[config.mk]
export PLATFORM = sky130hd
export DESIGN_NAME = twt_div
export DESIGN_NICKNAME = d
export VERILOG_FILES = /design/src/twt_pkg.sv /design/src/twt_div.sv
export SDC_FILE = /design/constraint.sdc
export NUM_CORES = 1
export LEC_CHECK = 0
export BUFFER_PORTS_ARGS = -buffer_cell sky130_fd_sc_hd__clkbuf_2
export CAP_MARGIN = 10
export CORE_ASPECT_RATIO = 0.75
export CORE_UTILIZATION = 52
export CTS_CLUSTER_DIAMETER = 200
export DETAILED_ROUTE_END_ITERATION = 8
export PLACE_DENSITY = 0.78
export RECOVER_POWER = 50
export SLEW_MARGIN = 40
export SYNTH_ARGS = -nofsm -noshare
export SYNTH_HDL_FRONTEND = slang
export SYNTH_SLANG_ARGS = --single-unit
[constraint.sdc]
create_clock -name clk -period 4.08 [get_ports clk]
set_input_delay 0.816 -clock clk [delete_from_list [all_inputs] [get_ports clk]]
set_output_delay 0.816 -clock clk [all_outputs]
set_load 0.1 [all_outputs]
[src/twt_pkg.sv]
// ----------------------------------------------------------------------------
// twt_pkg
// Shared types and constants of the timing wheel timer.
// ----------------------------------------------------------------------------
`default_nettype none

package twt_pkg;

  localparam int DELAY_W   = 31;
  localparam int ROUND_W   = 32;
  localparam int CFG_W     = 7;
  localparam int ID_OUT_W  = 6;
  localparam int DIV_W     = 32;
  localparam int QUOT_W    = 12;
  localparam int STEP_W    = 4;
  localparam int SPOKE_W   = 7;
  localparam int PADDR_W   = 3;
  localparam int PDATA_W   = 32;

  localparam logic [DELAY_W-1:0] MIN_DELAY_US = 31'd100;
  localparam logic [DIV_W-1:0]   US_PER_SEC   = 32'd1000000;
  localparam logic [CFG_W-1:0]   SLOTS_RESET  = 7'd60;

  // seconds = (delay * SEC_RECIP) >> SEC_SHIFT, exact for any 31-bit delay
  localparam logic [DELAY_W-1:0] SEC_RECIP    = 31'd1125899907;
  localparam int                 SEC_SHIFT    = 50;

  localparam logic [0:0] REG_WHEEL_SLOTS = 1'b0;

  typedef enum logic {
    OP_ADD  = 1'b0,
    OP_TICK = 1'b1
  } opcode_t;

  typedef enum logic {
    KIND_ACK     = 1'b0,
    KIND_EXPIRED = 1'b1
  } kind_t;

  typedef enum logic {
    STATUS_OK   = 1'b0,
    STATUS_FULL = 1'b1
  } status_t;

endpackage

`default_nettype wire

[src/twt_div.sv]
// ----------------------------------------------------------------------------
// twt_div
// Restoring divider, one quotient bit per cycle, for short quotients.
// ----------------------------------------------------------------------------
`default_nettype none

module twt_div (
  input  wire logic                          clk,
  input  wire logic                          rst_n,
  input  wire logic                          start,
  input  wire logic [twt_pkg::DIV_W-1:0]     dividend,
  input  wire logic [twt_pkg::DIV_W-1:0]     divisor,
  output logic                               done,
  output logic      [twt_pkg::QUOT_W-1:0]    quot,
  output logic      [twt_pkg::DIV_W-1:0]     rem
);

  localparam int WIDE_W = twt_pkg::DIV_W + twt_pkg::QUOT_W;

  logic                          busy_r;
  logic                          done_r;
  logic [twt_pkg::STEP_W-1:0]    step_r;
  logic [twt_pkg::DIV_W-1:0]     rem_r;
  logic [twt_pkg::DIV_W-1:0]     dvs_r;
  logic [twt_pkg::QUOT_W-1:0]    quot_r;
  logic [WIDE_W-1:0]             shifted;
  logic                          take;

  assign shifted = {{twt_pkg::QUOT_W{1'b0}}, dvs_r} << step_r;
  assign take    = {{twt_pkg::QUOT_W{1'b0}}, rem_r} >= shifted;

  always_ff @(posedge clk) begin
    if (!rst_n) begin
      busy_r <= 1'b0;
      done_r <= 1'b0;
    end else begin
      done_r <= 1'b0;
      if (start) begin
        busy_r <= 1'b1;
      end else if (busy_r && step_r == '0) begin
        busy_r <= 1'b0;
        done_r <= 1'b1;
      end
    end
  end

  always_ff @(posedge clk) begin
    if (start) begin
      rem_r  <= dividend;
      dvs_r  <= divisor;
      quot_r <= '0;
      step_r <= twt_pkg::STEP_W'(twt_pkg::QUOT_W - 1);
    end else if (busy_r) begin
      if (take) begin
        rem_r          <= rem_r - shifted[twt_pkg::DIV_W-1:0];
        quot_r[step_r] <= 1'b1;
      end
      step_r <= step_r - 1'b1;
    end
  end

  assign done = done_r;
  assign quot = quot_r;
  assign rem  = rem_r;

endmodule

`default_nettype wire

# After elaboration in Yosys (flattened, before gate mapping)

Cells that the tools add are included.

Output and inout bits: 45
Input bits: 67
Flip-flop bits (word level): 82

Order comparisons: 3
Bitwise operators: 2
Reduce and logical (&&, ||, !) cells: 9
Shifts and indexed selects: 1
Mux-type cells: 8
Add/sub/neg operators: 2

Operator list:

| kind                | count |
|---|---|
| $mux 32             | 3 |
| $ge 32x44->1        | 1 |
| $shl 32x4->44       | 1 |
| $sub 32x32->32      | 1 |
| $or 12x12->12       | 1 |
| $reduce_bool 2->1   | 3 |
| $lt 4x5->1 const B  | 1 |
| $demux 1 s4         | 1 |
| $ge 4x1->1 const B  | 1 |
| $logic_not 4->1     | 1 |
| $mux 1              | 4 |
| $reduce_and 2->1    | 2 |
| $sub 4x1->4 const B | 1 |
| $logic_and 1x1->1   | 2 |
| $reduce_or 2->1     | 1 |
| $not 1->1           | 1 |

# Depth between registers and ports, before layout

Gate-level depths: netlist (run 1).

Depth after elaboration: 5
Mapped depth: 17

# Worst setup path after synthesis (run 1)

No wires, ideal clock.

Path type: reg-to-reg
From: reg step_r[0] in the netlist's numbering
To: reg rem_r, in the netlist rem[0], enable pin
Path buffers: 2
Clock period less this slack: 4.470 ns
Required time: 3.703 ns
Library setup time: 0.377 ns
Data arrival time: 4.093 ns
Setup slack: -0.390 ns
Stages on the path, launching flop included: 14
Path through: dfxtp_1 -> buf_2 -> buf_2 -> mux4_2 -> mux4_2 -> inv_1 -> ha_1 -> and4_2 -> nand4_1 -> or4_1 -> nor4_1 -> nor3_1 -> o21ai_2 -> a31o_2

Cells in the longest elaborated chain, start to end: 4

Ends and longest elaborated chain:

| element                     | line          | RTL |
|---|---|---|
| start: declaration          | twt_div.sv:22 | `logic [twt_pkg::STEP_W-1:0] step_r;` |
| start signal: assignment    | twt_div.sv:52 | `step_r <= twt_pkg::STEP_W'(twt_pkg::QUOT_W - 1);` |
| start signal: assignment    | twt_div.sv:58 | `step_r <= step_r - 1'b1;` |
| $shl 32x4->44               | twt_div.sv:29 | `assign shifted = {{twt_pkg::QUOT_W{1'b0}}, dvs_r} << step_r;` |
| $ge 32x44->1                | twt_div.sv:30 | `assign take = {{twt_pkg::QUOT_W{1'b0}}, rem_r} >= shifted;` |
| $reduce_bool 2->1 (no line) | --            |  |
| $reduce_and 2->1 (no line)  | --            |  |
| end signal: assignment      | twt_div.sv:49 | `rem_r <= dividend;` |
| end signal: assignment      | twt_div.sv:55 | `rem_r <= rem_r - shifted[twt_pkg::DIV_W-1:0];` |
| end: declaration            | twt_div.sv:23 | `logic [twt_pkg::DIV_W-1:0] rem_r;` |

No other way between the ends.
A chain may end at the register's enable or synchronous reset.

# Worst setup path after layout (run 1)

From: reg step_r[0] in the netlist's numbering
To: reg rem_r, in the netlist rem[25], data pin

Cells in the longest elaborated chain, start to end: 5

Ends and longest elaborated chain:

| element        | line          | RTL |
|---|---|---|
| $shl 32x4->44  | twt_div.sv:29 |  |
| $sub 32x32->32 | twt_div.sv:55 |  |
| $mux 32        | twt_div.sv:54 | `if (take) begin` |
| $mux 32        | twt_div.sv:53 | `end else if (busy_r) begin` |
| $mux 32        | twt_div.sv:48 | `if (start) begin` |

No other way between the ends. The select of a mux whose other input is x is not followed.

==> results_dict.tcl, run 1 <==
set metrics [dict create \
    status "completed" \
    min_to "quot[5]" \
    die_h_um 96.5 \
    grt.total_usage 0.287 \
    utilization 0.667 \
    rsz0062_at_grt "true" \
    area_growth_pct 25.0 \
    synth_area_per_cell_sq_um 9.89 \
    power_frac_comb 0.504 \
    worstPathArrival_ns 4.08 \
    drt_iter0_markers 533 \
    via_per_inst 6.03 \
    synth_nets 730 \
    slew_viol_final 0 \
    path_class "reg -> reg" \
    total_power_w 0.00384 \
    synth_cell_type_count 66 \
    antenna_found_initial 0 \
    die_w_um 128 \
    powerDensity_nw_per_um2 496 \
    htreeDepth 3 \
    place_area_sq_um 7210 \
    regToRegSetupSlack_ns 0.08 \
    start_util 0.533 \
    nNetsFinal 875 \
    crit_path_end_kind "flip-flop" \
    min_from "quot[5]" \
    hp-class "reg -> reg" \
    cpPeakStageDelay_ns 0.56 \
    max_freq_mhz 250 \
    finalWorstSetupSlack_ns 0.0765 \
    diodes 0 \
    switching_share 0.433 \
    finalSetupViolCount 0 \
    io_buffers 111 \
    r2r_start "step_r[0]" \
    grt_max_degree 86 \
    clk_path_buf_depth 2 \
    place_congestion 0.988 \
    async_flop_share 0 \
    multiInputGateArea_sq_um 3800 \
    synthesis.area_sq_um 6190 \
    clk_latency_ns 0.35 \
    grt_pass1_vias 5100 \
    remaining_drc_errors 0 \
    start_kind "flip-flop" \
    synth_top_flop_cell "edfxtp_1" \
    drive_gt1_frac 0.338 \
    drt_wl_total_mm 17.8 \
    p_int_w 0.00218 \
    cts.clk_slew.worst_paths_ns 0.07 \
    cts_sinks 82 \
    worstHoldPathCells 2 \
    vdd_drop_max_mv 0.327 \
    fin_worst_skew_ns 0.00659 \
    final_common_cell "clkbuf_2" \
    ys_seq_area_frac 0.369 \
    ant_nets 0 \
    fill_cells 923 \
    numCtsBuffers 9 \
    drt_pass1_iterations 5 \
    hold_viol_final 0 \
    p_leak_nw 3.22 \
    r2r-end "rem[25]" \
    crit_chain "clkbuf_16, mux4_2, mux2i_2, nand2_1, o21ai_4, ha_4, a21o_2, a221o_1, or4_4, a22o_1, a21oi_2, buf_4, and2b_2, nor3_2, o31ai_1" \
    power.share.sequential 0.286 \
    cap_violations 0 \
    synth_seq_cells 82 \
    r2r_cells 15 \
    min_period_ns 4.00 \
    core_sq_um 11600 \
    vias 5658 \
    yosysWarnings 0 \
    synth_cells 626 \
    grt_pass1_wl_mm 26.6 \
    worstMarginPinSlew_ns 0.606 \
    final_area_sq_um 7740 \
    yosysTopAreaCell "edfxtp_1" \
    regArea_sq_um 2290 \
    required_ns 4.16 \
    slew_headroom 0.596 \
    final_cell_mix "clkbuf_2 (110), nand2_1 (64), edfxtp_1 (64)" \
    wl_per_cell_um 18.9 \
    synth_edf_count 64 \
    slowest_stage "mux4_2" \
    die_area_sq_um 12400 \
    cts_tree "built" \
    cts_root_buffer "clkbuf_16" \
    overflow 0 \
    clkPwrFrac 0.211 \
    post-route-period-util 0.981 \
    synthTopCellsByArea "edfxtp_1 (31%), mux4_2 (9.8%), ha_1 (7.3%)" \
    switching_power_w 0.00166 \
    hold_buffers 0 \
    place_hpwl_mm 13.4 \
    yosysTopAreaCellShare 0.310 \
    num_io_pins 112 \
    crit_fanout 7 \
    std_cell_rows 34 \
    post-place-ws_ns -0.103 \
]
[cell usage after synthesis, types with 6 or more instances]
cell type  number
o21ai_0        60
ha_1           36
nor2_1         36
a21oi_1        49
mux4_2         27
o31ai_1        10
xnor2_1        15
buf_2           8
mux2_2         13
mux2i_1        21
nor3_1         14
nand4_1         7
xor2_1          6
nand3_1         7
nand2_1        65
dfxtp_1        18
inv_1          32
a21o_1          7
a211oi_1       11
nor2b_1        10
clkbuf_1       16
nand2b_1        7
edfxtp_1       64
and3_1         11
[layer usage]
layer,routed length [um],vias up,track usage
met2,7760,311,0.441
met5,0,-,0
met4,404,0,0.0853
li1,-,2664,-
met1,8080,2646,0.405
met3,1520,37,0.0650
[critical path: cells and delay by family, from the launching register on]
kind	cells	cell delay, ns
compound gates	6	1.17
simple gates	4	0.88
mux	2	0.77
flops	1	0.38
buf+inv	2	0.30
fa+ha+maj	1	0.23
[final cells by class]
| type | count | share of cell area |
|---|---|---|
| sequential | 82 | 0.295 |
| clock inverter | 7 | 0.00905 |
| timing repair buffer | 163 | 0.133 |
| inverter | 33 | 0.0160 |
| multi-input combinational | 482 | 0.491 |
| clock buffer | 9 | 0.0291 |
| tap | 162 | 0.0262 |
[power by group through the flow]
stage | registers, W | logic [W] | clock network [W]
2_1_floorplan | 0.00146 | 0.000919 | 0
3_3_place_gp | 0.00110 | 0.00176 | 0
3_5_place_dp | 0.00111 | 0.00178 | 0
4_1_cts | 0.00109 | 0.00180 | 0.000819
5_1_grt | 0.00110 | 0.00206 | 0.000855
6_report | 0.00110 | 0.00193 | 0.000809
[sequential cells by signal, indices dropped and copies added, names as in the netlist]
register,cells
busy_r,1
dvs_r,32
rem,32
quot,12
done,1
step_r,4
[stage by stage]
stage / TNS (ns) / cells / hold slack (ns)
after floorplan: 0 / 626 / 0.527
after global placement: -3.22 / 914 / 0.432
after detailed placement: -2.16 / 914 / 0.438
after CTS: 0 / 931 / 0.447
after global routing: -0.146 / 938 / 0.481
final: 0 / 938 / 0.448
[kinds of logic after synthesis]
logic type	after synthesis	synth area share
multiplexers	61	0.156
flip-flops	82	0.369
buffers and inverters	63	0.0410
AO/OA/AOI/OAI	179	0.183
XOR/XNOR	21	0.0297
AND/OR/NAND/NOR	183	0.146
adder cells (fa/ha/maj)	37	0.0760
[repair_timing]
item                                    CTS  global route
endpoints found under the hold margin     0             0
endpoints found under the setup margin   38            54
gates cloned                              1             2
buffers inserted                          0             5
resized for setup                         3            35
pin swaps                                 0             4
[worst max-delay path by stage]
stage / from / endpoint / slack [ns] / cells past startpoint
6_report: step_r[0] / rem[25] / 0.08 / 15
5_1_grt: step_r[0] / rem[31] / -0.06 / 14
4_1_cts: step_r[1] / rem[29] / 0.06 / 15
3_5_place_dp: step_r[1] / rem[30] / -0.10 / 17
3_3_place_gp: step_r[0] / rem[30] / -0.12 / 15
2_1_floorplan: step_r[1] / rem[0] / 0.005 / 16
No activity file was read; power rests on OpenSTA's default activity.
==> inputs of run 2 (changes only) <==
--- a/config.mk
+++ b/config.mk
@@ -5,6 +5,7 @@
 export SDC_FILE = /design/constraint.sdc
 export NUM_CORES = 1
 export LEC_CHECK = 0
+export ABC_AREA = 1
 export BUFFER_PORTS_ARGS = -buffer_cell sky130_fd_sc_hd__clkbuf_2
 export CAP_MARGIN = 10
 export CORE_ASPECT_RATIO = 0.75
==> run 2 against run 1 <==
Against the previous run: via count grew 14%; worst setup slack gained 0.21 ns; die area grew 2.0%; the run now ends with max-capacitance violations, max-slew violations left; count of clock-buffer cells in the layout is the same; final cell count grew 26%; synthesized cell count grew 46%; critical endpoint is now rem[18]; sequential share of layout area grew 1.6 points; total power shrank 6.6%; clock skew grew 0.0094 ns; first-iteration DRC count grew 5.8%; clock power grew 5.6%.
==> results_dict.tcl, run 2 <==
set metrics [dict create \
    nNetsFinal 1121 \
    cp_common_cell "nand2_1" \
    clkPwrFrac 0.238 \
    start_util 0.540 \
    io_buffers 111 \
    cts_tree "built" \
    fin_worst_skew_ns 0.0160 \
    synthMostInstantiatedCell "nand2_1" \
    ctsResizeCount 0 \
    diodes 0 \
    htreeDepth 3 \
    r2r_start "step_r[0]" \
    cts.clk_slew.worst_paths_ns 0.07 \
    cap_violations 1 \
    yosysTopAreaCell "edfxtp_1" \
    ant_nets 0 \
    crit_path_end_kind "flip-flop" \
    multiInputGateArea_sq_um 3670 \
    slowest_stage "ha_1" \
    hp-class "reg -> reg" \
    overflow 0 \
    min_from "quot[11]" \
    die_h_um 97.4 \
    yosysTopAreaCellShare 0.304 \
    ys_seq_area_frac 0.361 \
    synth_nets 1017 \
    r2r_cells 17 \
    power_frac_comb 0.465 \
    place_hpwl_mm 14.5 \
    max_freq_mhz 264 \
    num_io_pins 112 \
    wl_per_cell_um 15.4 \
    min_to "quot[11]" \
    post-route-period-util 0.929 \
    start_kind "flip-flop" \
    die_w_um 129 \
    grt_max_degree 46 \
    antenna_found_initial 0 \
    path_class "reg -> reg" \
    vias 6423 \
    p_int_w 0.00192 \
    powerDensity_nw_per_um2 489 \
    hold_ws_ns 0.483 \
    status "finished, violations left" \
    remaining_drc_errors 0 \
    rsz0062_at_grt "false" \
    area_growth_pct 16.0 \
    clk_path_buf_depth 2 \
    min_period_ns 3.79 \
    r2r-end "rem[18]" \
    path_buf_inv 3 \
    cp_top_family "simple AND/OR/NAND/NOR gates" \
    worstSetupPathDepth 17 \
    regToRegSetupSlack_ns 0.29 \
    slew_viol_final 46 \
    grt.total_usage 0.304 \
    die_area_sq_um 12600 \
    cts_sinks 82 \
    worstHoldPathCells 2 \
    cpPeakStageDelay_ns 0.40 \
    async_flop_share 0 \
    switching_power_w 0.00167 \
    crit_fanout 32 \
    drt_pass1_iterations 5 \
    finalSetupViolCount 0 \
    place_congestion 1.00 \
    violations "max-capacitance violations, max-slew violations" \
    synth_area_per_cell_sq_um 6.92 \
    final_cell_mix "nand2_1 (329), clkbuf_2 (96), nand3_1 (89)" \
    fill_cells 1118 \
    synth_seq_cells 82 \
    clk_latency_ns 0.36 \
    grt_pass1_wl_mm 29.5 \
    postCtsSetupBuffers 0 \
    synthTopCellsByArea "edfxtp_1 (30%), nand2_1 (20%), ha_1 (7.1%)" \
    p_leak_nw 3.40 \
    worstMarginPinSlew_ns 1.78 \
    slew_headroom -0.185 \
    drt_iter0_markers 564 \
    synth_edf_count 64 \
    drt_wl_total_mm 18.2 \
    cts_root_buffer "clkbuf_16" \
    synth_top_flop_cell "edfxtp_1" \
    core_sq_um 11700 \
    synth_cells 913 \
    worstPathArrival_ns 3.84 \
    finalSetupTns_ns 0 \
    synth_cell_type_count 37 \
    grt_pass1_vias 5889 \
    synthesis.area_sq_um 6310 \
    required_ns 4.13 \
    via_per_inst 5.42 \
    final_common_cell "nand2_1" \
    vdd_drop_max_mv 0.249 \
    numCtsBuffers 9 \
    regArea_sq_um 2280 \
    power.share.sequential 0.297 \
    hold_buffers 0 \
    drive_gt1_frac 0.148 \
    std_cell_rows 34 \
    yosysWarnings 0 \
    hold_viol_final 0 \
    synth_commonest_cells "nand2_1 (329), nand3_1 (89), nor2_1 (85)" \
    crit_chain "inv_2, buf_4, nand2_1, nand3_1, o21ai_0, o21ai_0, o21ai_0, ha_1, nand2_1, nor2_1, nand2_1, nor2_1, nand2_1, nand3_1, nand4_4, nand2_1, buf_12" \
    switching_share 0.464 \
]
## run 2: cell count changes in the layout (fill, tap and decap cells not counted), moves of 12 or more
| cell | delta |
|---|---|
| buf_4 | -33 |
| clkbuf_1 | +17 |
| clkbuf_2 | -14 |
| inv_1 | +22 |
| mux2_2 | -12 |
| mux4_2 | -27 |
| nand2_1 | +265 |
| nand3_1 | +82 |
| nor2_1 | +49 |
| o21ai_0 | +23 |
| or2_2 | +12 |
| xnor2_1 | -13 |
## run 2: kinds of logic after synthesis
family	Yosys count	synth area share
AND/OR/NAND/NOR	543	0.358
adder cells (fa/ha/maj)	37	0.0745
AO/OA/AOI/OAI	149	0.128
buffers and inverters	89	0.0583
XOR/XNOR	5	0.00694
flip-flops	82	0.361
multiplexers	8	0.0127
## run 2: routing by layer
layer | vias to the layer above | GRT usage | wire (um)
met2 | 249 | 0.447 | 7570
met1 | 2858 | 0.462 | 9060
li1 | 3298 | - | -
met4 | 0 | 0.0543 | 190
met5 | - | 0 | 0
met3 | 18 | 0.0589 | 1350
## run 2: power groups by stage
stage	sequential [W]	combinational [W]	clock, W
after floorplan	0.00140	0.000921	0
after global placement	0.00108	0.00163	0
after detailed placement	0.00108	0.00163	0
after CTS	0.00106	0.00164	0.000857
after global routing	0.00107	0.00185	0.000892
final	0.00106	0.00167	0.000854
## run 2: worst max path at each step
stage                     startpoint  endpoint  slack (ns)
after global placement     step_r[0]   rem[29]        0.30
after CTS                  step_r[0]   rem[29]        0.25
after global routing       step_r[0]   rem[26]       0.001
final                      step_r[0]   rem[18]        0.29
after floorplan            step_r[0]    rem[0]        0.19
after detailed placement   step_r[0]   rem[29]        0.30
## run 2: stage by stage
step | setup WS (ns) | power [W] | std cells | util | cell area, sq um
2_1_floorplan | 0.187 | 0.00232 | 913 | - | 6310
3_3_place_gp | 0.300 | 0.00272 | 1167 | 0.601 | 7040
3_5_place_dp | 0.295 | 0.00272 | 1168 | 0.603 | 7060
4_1_cts | 0.252 | 0.00356 | 1184 | 0.629 | 7360
5_1_grt | 0.00131 | 0.00381 | 1184 | 0.626 | 7330
6_report | 0.289 | 0.00359 | 1184 | 0.626 | 7330
## run 2: area by class of cell
type,count,area share
clock buffer,9,0.0307
inverter,55,0.0282
multi-input combinational,742,0.501
sequential,82,0.312
tap,162,0.0277
timing repair buffer,127,0.0903
clock inverter,7,0.0108
## run 2: tightest hold or removal path, stage by stage, from the launching register on
cell	delay [ns]
dfxtp_1	0.33
nor2_1	0.05
nor2_1	0.07
==> inputs of run 3 (changes only) <==
==> constraint.sdc (replaced) <==
create_clock -name clk -period 4.08 [get_ports clk]
set_input_delay 0.816 -clock clk [delete_from_list [all_inputs] [get_ports clk]]
set_output_delay 0.816 -clock clk [all_outputs]
set_load 0.02 [all_outputs]
==> run 3 against run 2 <==
Against the previous run: largest cell class unchanged; via count up 0.37%; sequential share of layout area hardly changed; the flow still finishes with violations (max-capacitance violations, max-slew violations); die area did not move; utilization about the same; first-iteration DRC count is 0.53% lower; cell area hardly changed; critical path depth unchanged; total power down 7.9%.
==> results_dict.tcl, run 3 (same netlist as run 2, synthesis figures left out) <==
set metrics [dict create \
    status "finished, violations left" \
    violations "max-capacitance violations, max-slew violations" \
    drt_wl_total_mm 18.2 \
    layout.cells.non_filler 1184 \
    clk_latency_ns 0.36 \
    finalSetupViolCount 0 \
    overflow 0 \
    numCtsBuffers 9 \
    cts.clk_slew.worst_paths_ns 0.07 \
    wl_per_cell_um 15.3 \
    cp_common_cell "nand2_1" \
    max_freq_mhz 264 \
    clk_path_buf_depth 2 \
    min_period_ns 3.78 \
    remaining_drc_errors 0 \
    hp-class "reg -> reg" \
    drt_iter0_markers 561 \
    place_hpwl_mm 14.5 \
    start_kind "flip-flop" \
    postCtsSetupBuffers 0 \
    required_ns 4.13 \
    crit_fanout 32 \
    cts_tree "built" \
    post-route-period-util 0.927 \
    die_h_um 97.4 \
    via_per_inst 5.45 \
    worstHoldPathCells 2 \
    grt_pass1_vias 5889 \
    grt.total_usage 0.304 \
    die_w_um 129 \
    final_common_cell "nand2_1" \
    cp-startpoint "step_r[0]" \
    fin_worst_skew_ns 0.0161 \
    worstMarginPinSlew_ns 1.78 \
    place_congestion 1.00 \
    post-place-ws_ns 0.295 \
    path_class "reg -> reg" \
    regToRegSetupSlack_ns 0.30 \
    area_growth_pct 16.0 \
    die_area_sq_um 12600 \
    diodes 0 \
    r2r_start "step_r[0]" \
    vias 6447 \
    core_sq_um 11700 \
    placed_cells_incl_taps 1168 \
    nNetsFinal 1121 \
    worstPathArrival_ns 3.83 \
    rsz0062_at_grt "false" \
    io_buffers 111 \
    grt_max_degree 46 \
    start_util 0.540 \
    r2r_cells 17 \
    slew_viol_final 46 \
    std_cell_rows 34 \
    powerDensity_nw_per_um2 451 \
    r2r-end "rem[18]" \
    grt_pass1_wl_mm 29.5 \
    min_from "quot[11]" \
    cap_violations 1 \
    drt_pass1_iterations 5 \
    slowest_stage "ha_1" \
    cpPeakStageDelay_ns 0.40 \
    final_cell_mix "nand2_1 (329), clkbuf_2 (95), nand3_1 (89)" \
    crit_chain "inv_2, buf_4, nand2_1, nand3_1, o21ai_0, o21ai_0, o21ai_0, ha_1, nand2_1, nor2_1, nand2_1, nor2_1, nand2_1, nand3_1, nand4_4, nand2_1, buf_12" \
    crit_path_end_kind "flip-flop" \
    num_io_pins 112 \
    htreeDepth 3 \
    slew_headroom -0.186 \
    finalWorstSetupSlack_ns 0.297 \
    finalSetupTns_ns 0 \
    ant_nets 0 \
    drive_gt1_frac 0.147 \
    vdd_drop_max_mv 0.247 \
    antenna_found_initial 0 \
    cts_sinks 82 \
    hold_viol_final 0 \
    cts_root_buffer "clkbuf_16" \
    p_leak_nw 3.40 \
    min_to "quot[11]" \
]
## run 3: changes by cell type in the layout (fill, tap and decap cells not counted)
cell,delta
clkbuf_2,-1
clkbuf_1,+1
## run 3: per-stage QoR
step	hold slack [ns]	area [sq um]	utilization	total power, W
after global placement	0.457	7040	0.601	0.00243
after CTS	0.487	7360	0.629	0.00328
after floorplan	0.507	6310	-	0.00204
after global routing	0.508	7330	0.626	0.00353
final	0.483	7330	0.626	0.00330
after detailed placement	0.461	7060	0.603	0.00243
## run 3: worst max-delay path by stage
stage	cells past startpoint	to	slack, ns
2_1_floorplan	17	rem[0]	0.19
3_3_place_gp	20	rem[29]	0.30
3_5_place_dp	20	rem[29]	0.30
4_1_cts	20	rem[29]	0.25
5_1_grt	17	rem[26]	0.001
6_report	17	rem[18]	0.30
## run 3: worst max-delay path: cells and delay by family, from the launching register on
kind | cells | cell delay, ns
and+or+nand+nor | 10 | 1.20
buffers and inverters | 3 | 0.75
AOI/OAI and AO/OA | 3 | 0.71
adders and majority gates | 1 | 0.40
DFF | 1 | 0.38
## run 3: final cells by class
| type | instances | area, sq um |
|---|---|---|
| fillers | 1119 | 4370 |
| multi-input cells | 742 | 3670 |
| flip-flops and latches | 82 | 2280 |
| repair buffers | 127 | 661 |
| clock buffers | 9 | 225 |
| inverters | 55 | 206 |
| well taps | 162 | 203 |
| clock inverters | 7 | 78.8 |
## run 3: where the power goes
| group | switching, W | internal (W) | total (W) |
|---|---|---|---|
| clock | 0.000414 | 0.000439 | 0.000853 |
| combinational | 0.000906 | 0.000479 | 0.00139 |
| sequential | 0.0000599 | 0.00100 | 0.00106 |
## run 3: routing by layer
metal / track usage / vias to the layer above / routed length (um)
met1: 0.462 / 2883 / 9010
met5: 0 / - / 0
met4: 0.0543 / 0 / 201
li1: - / 3297 / -
met3: 0.0589 / 20 / 1380
met2: 0.447 / 247 / 7560
## run 3: repair_timing
action,in CTS,in global routing
hold buffers,0,0
resized for setup,0,5
setup endpoints to repair,0,48
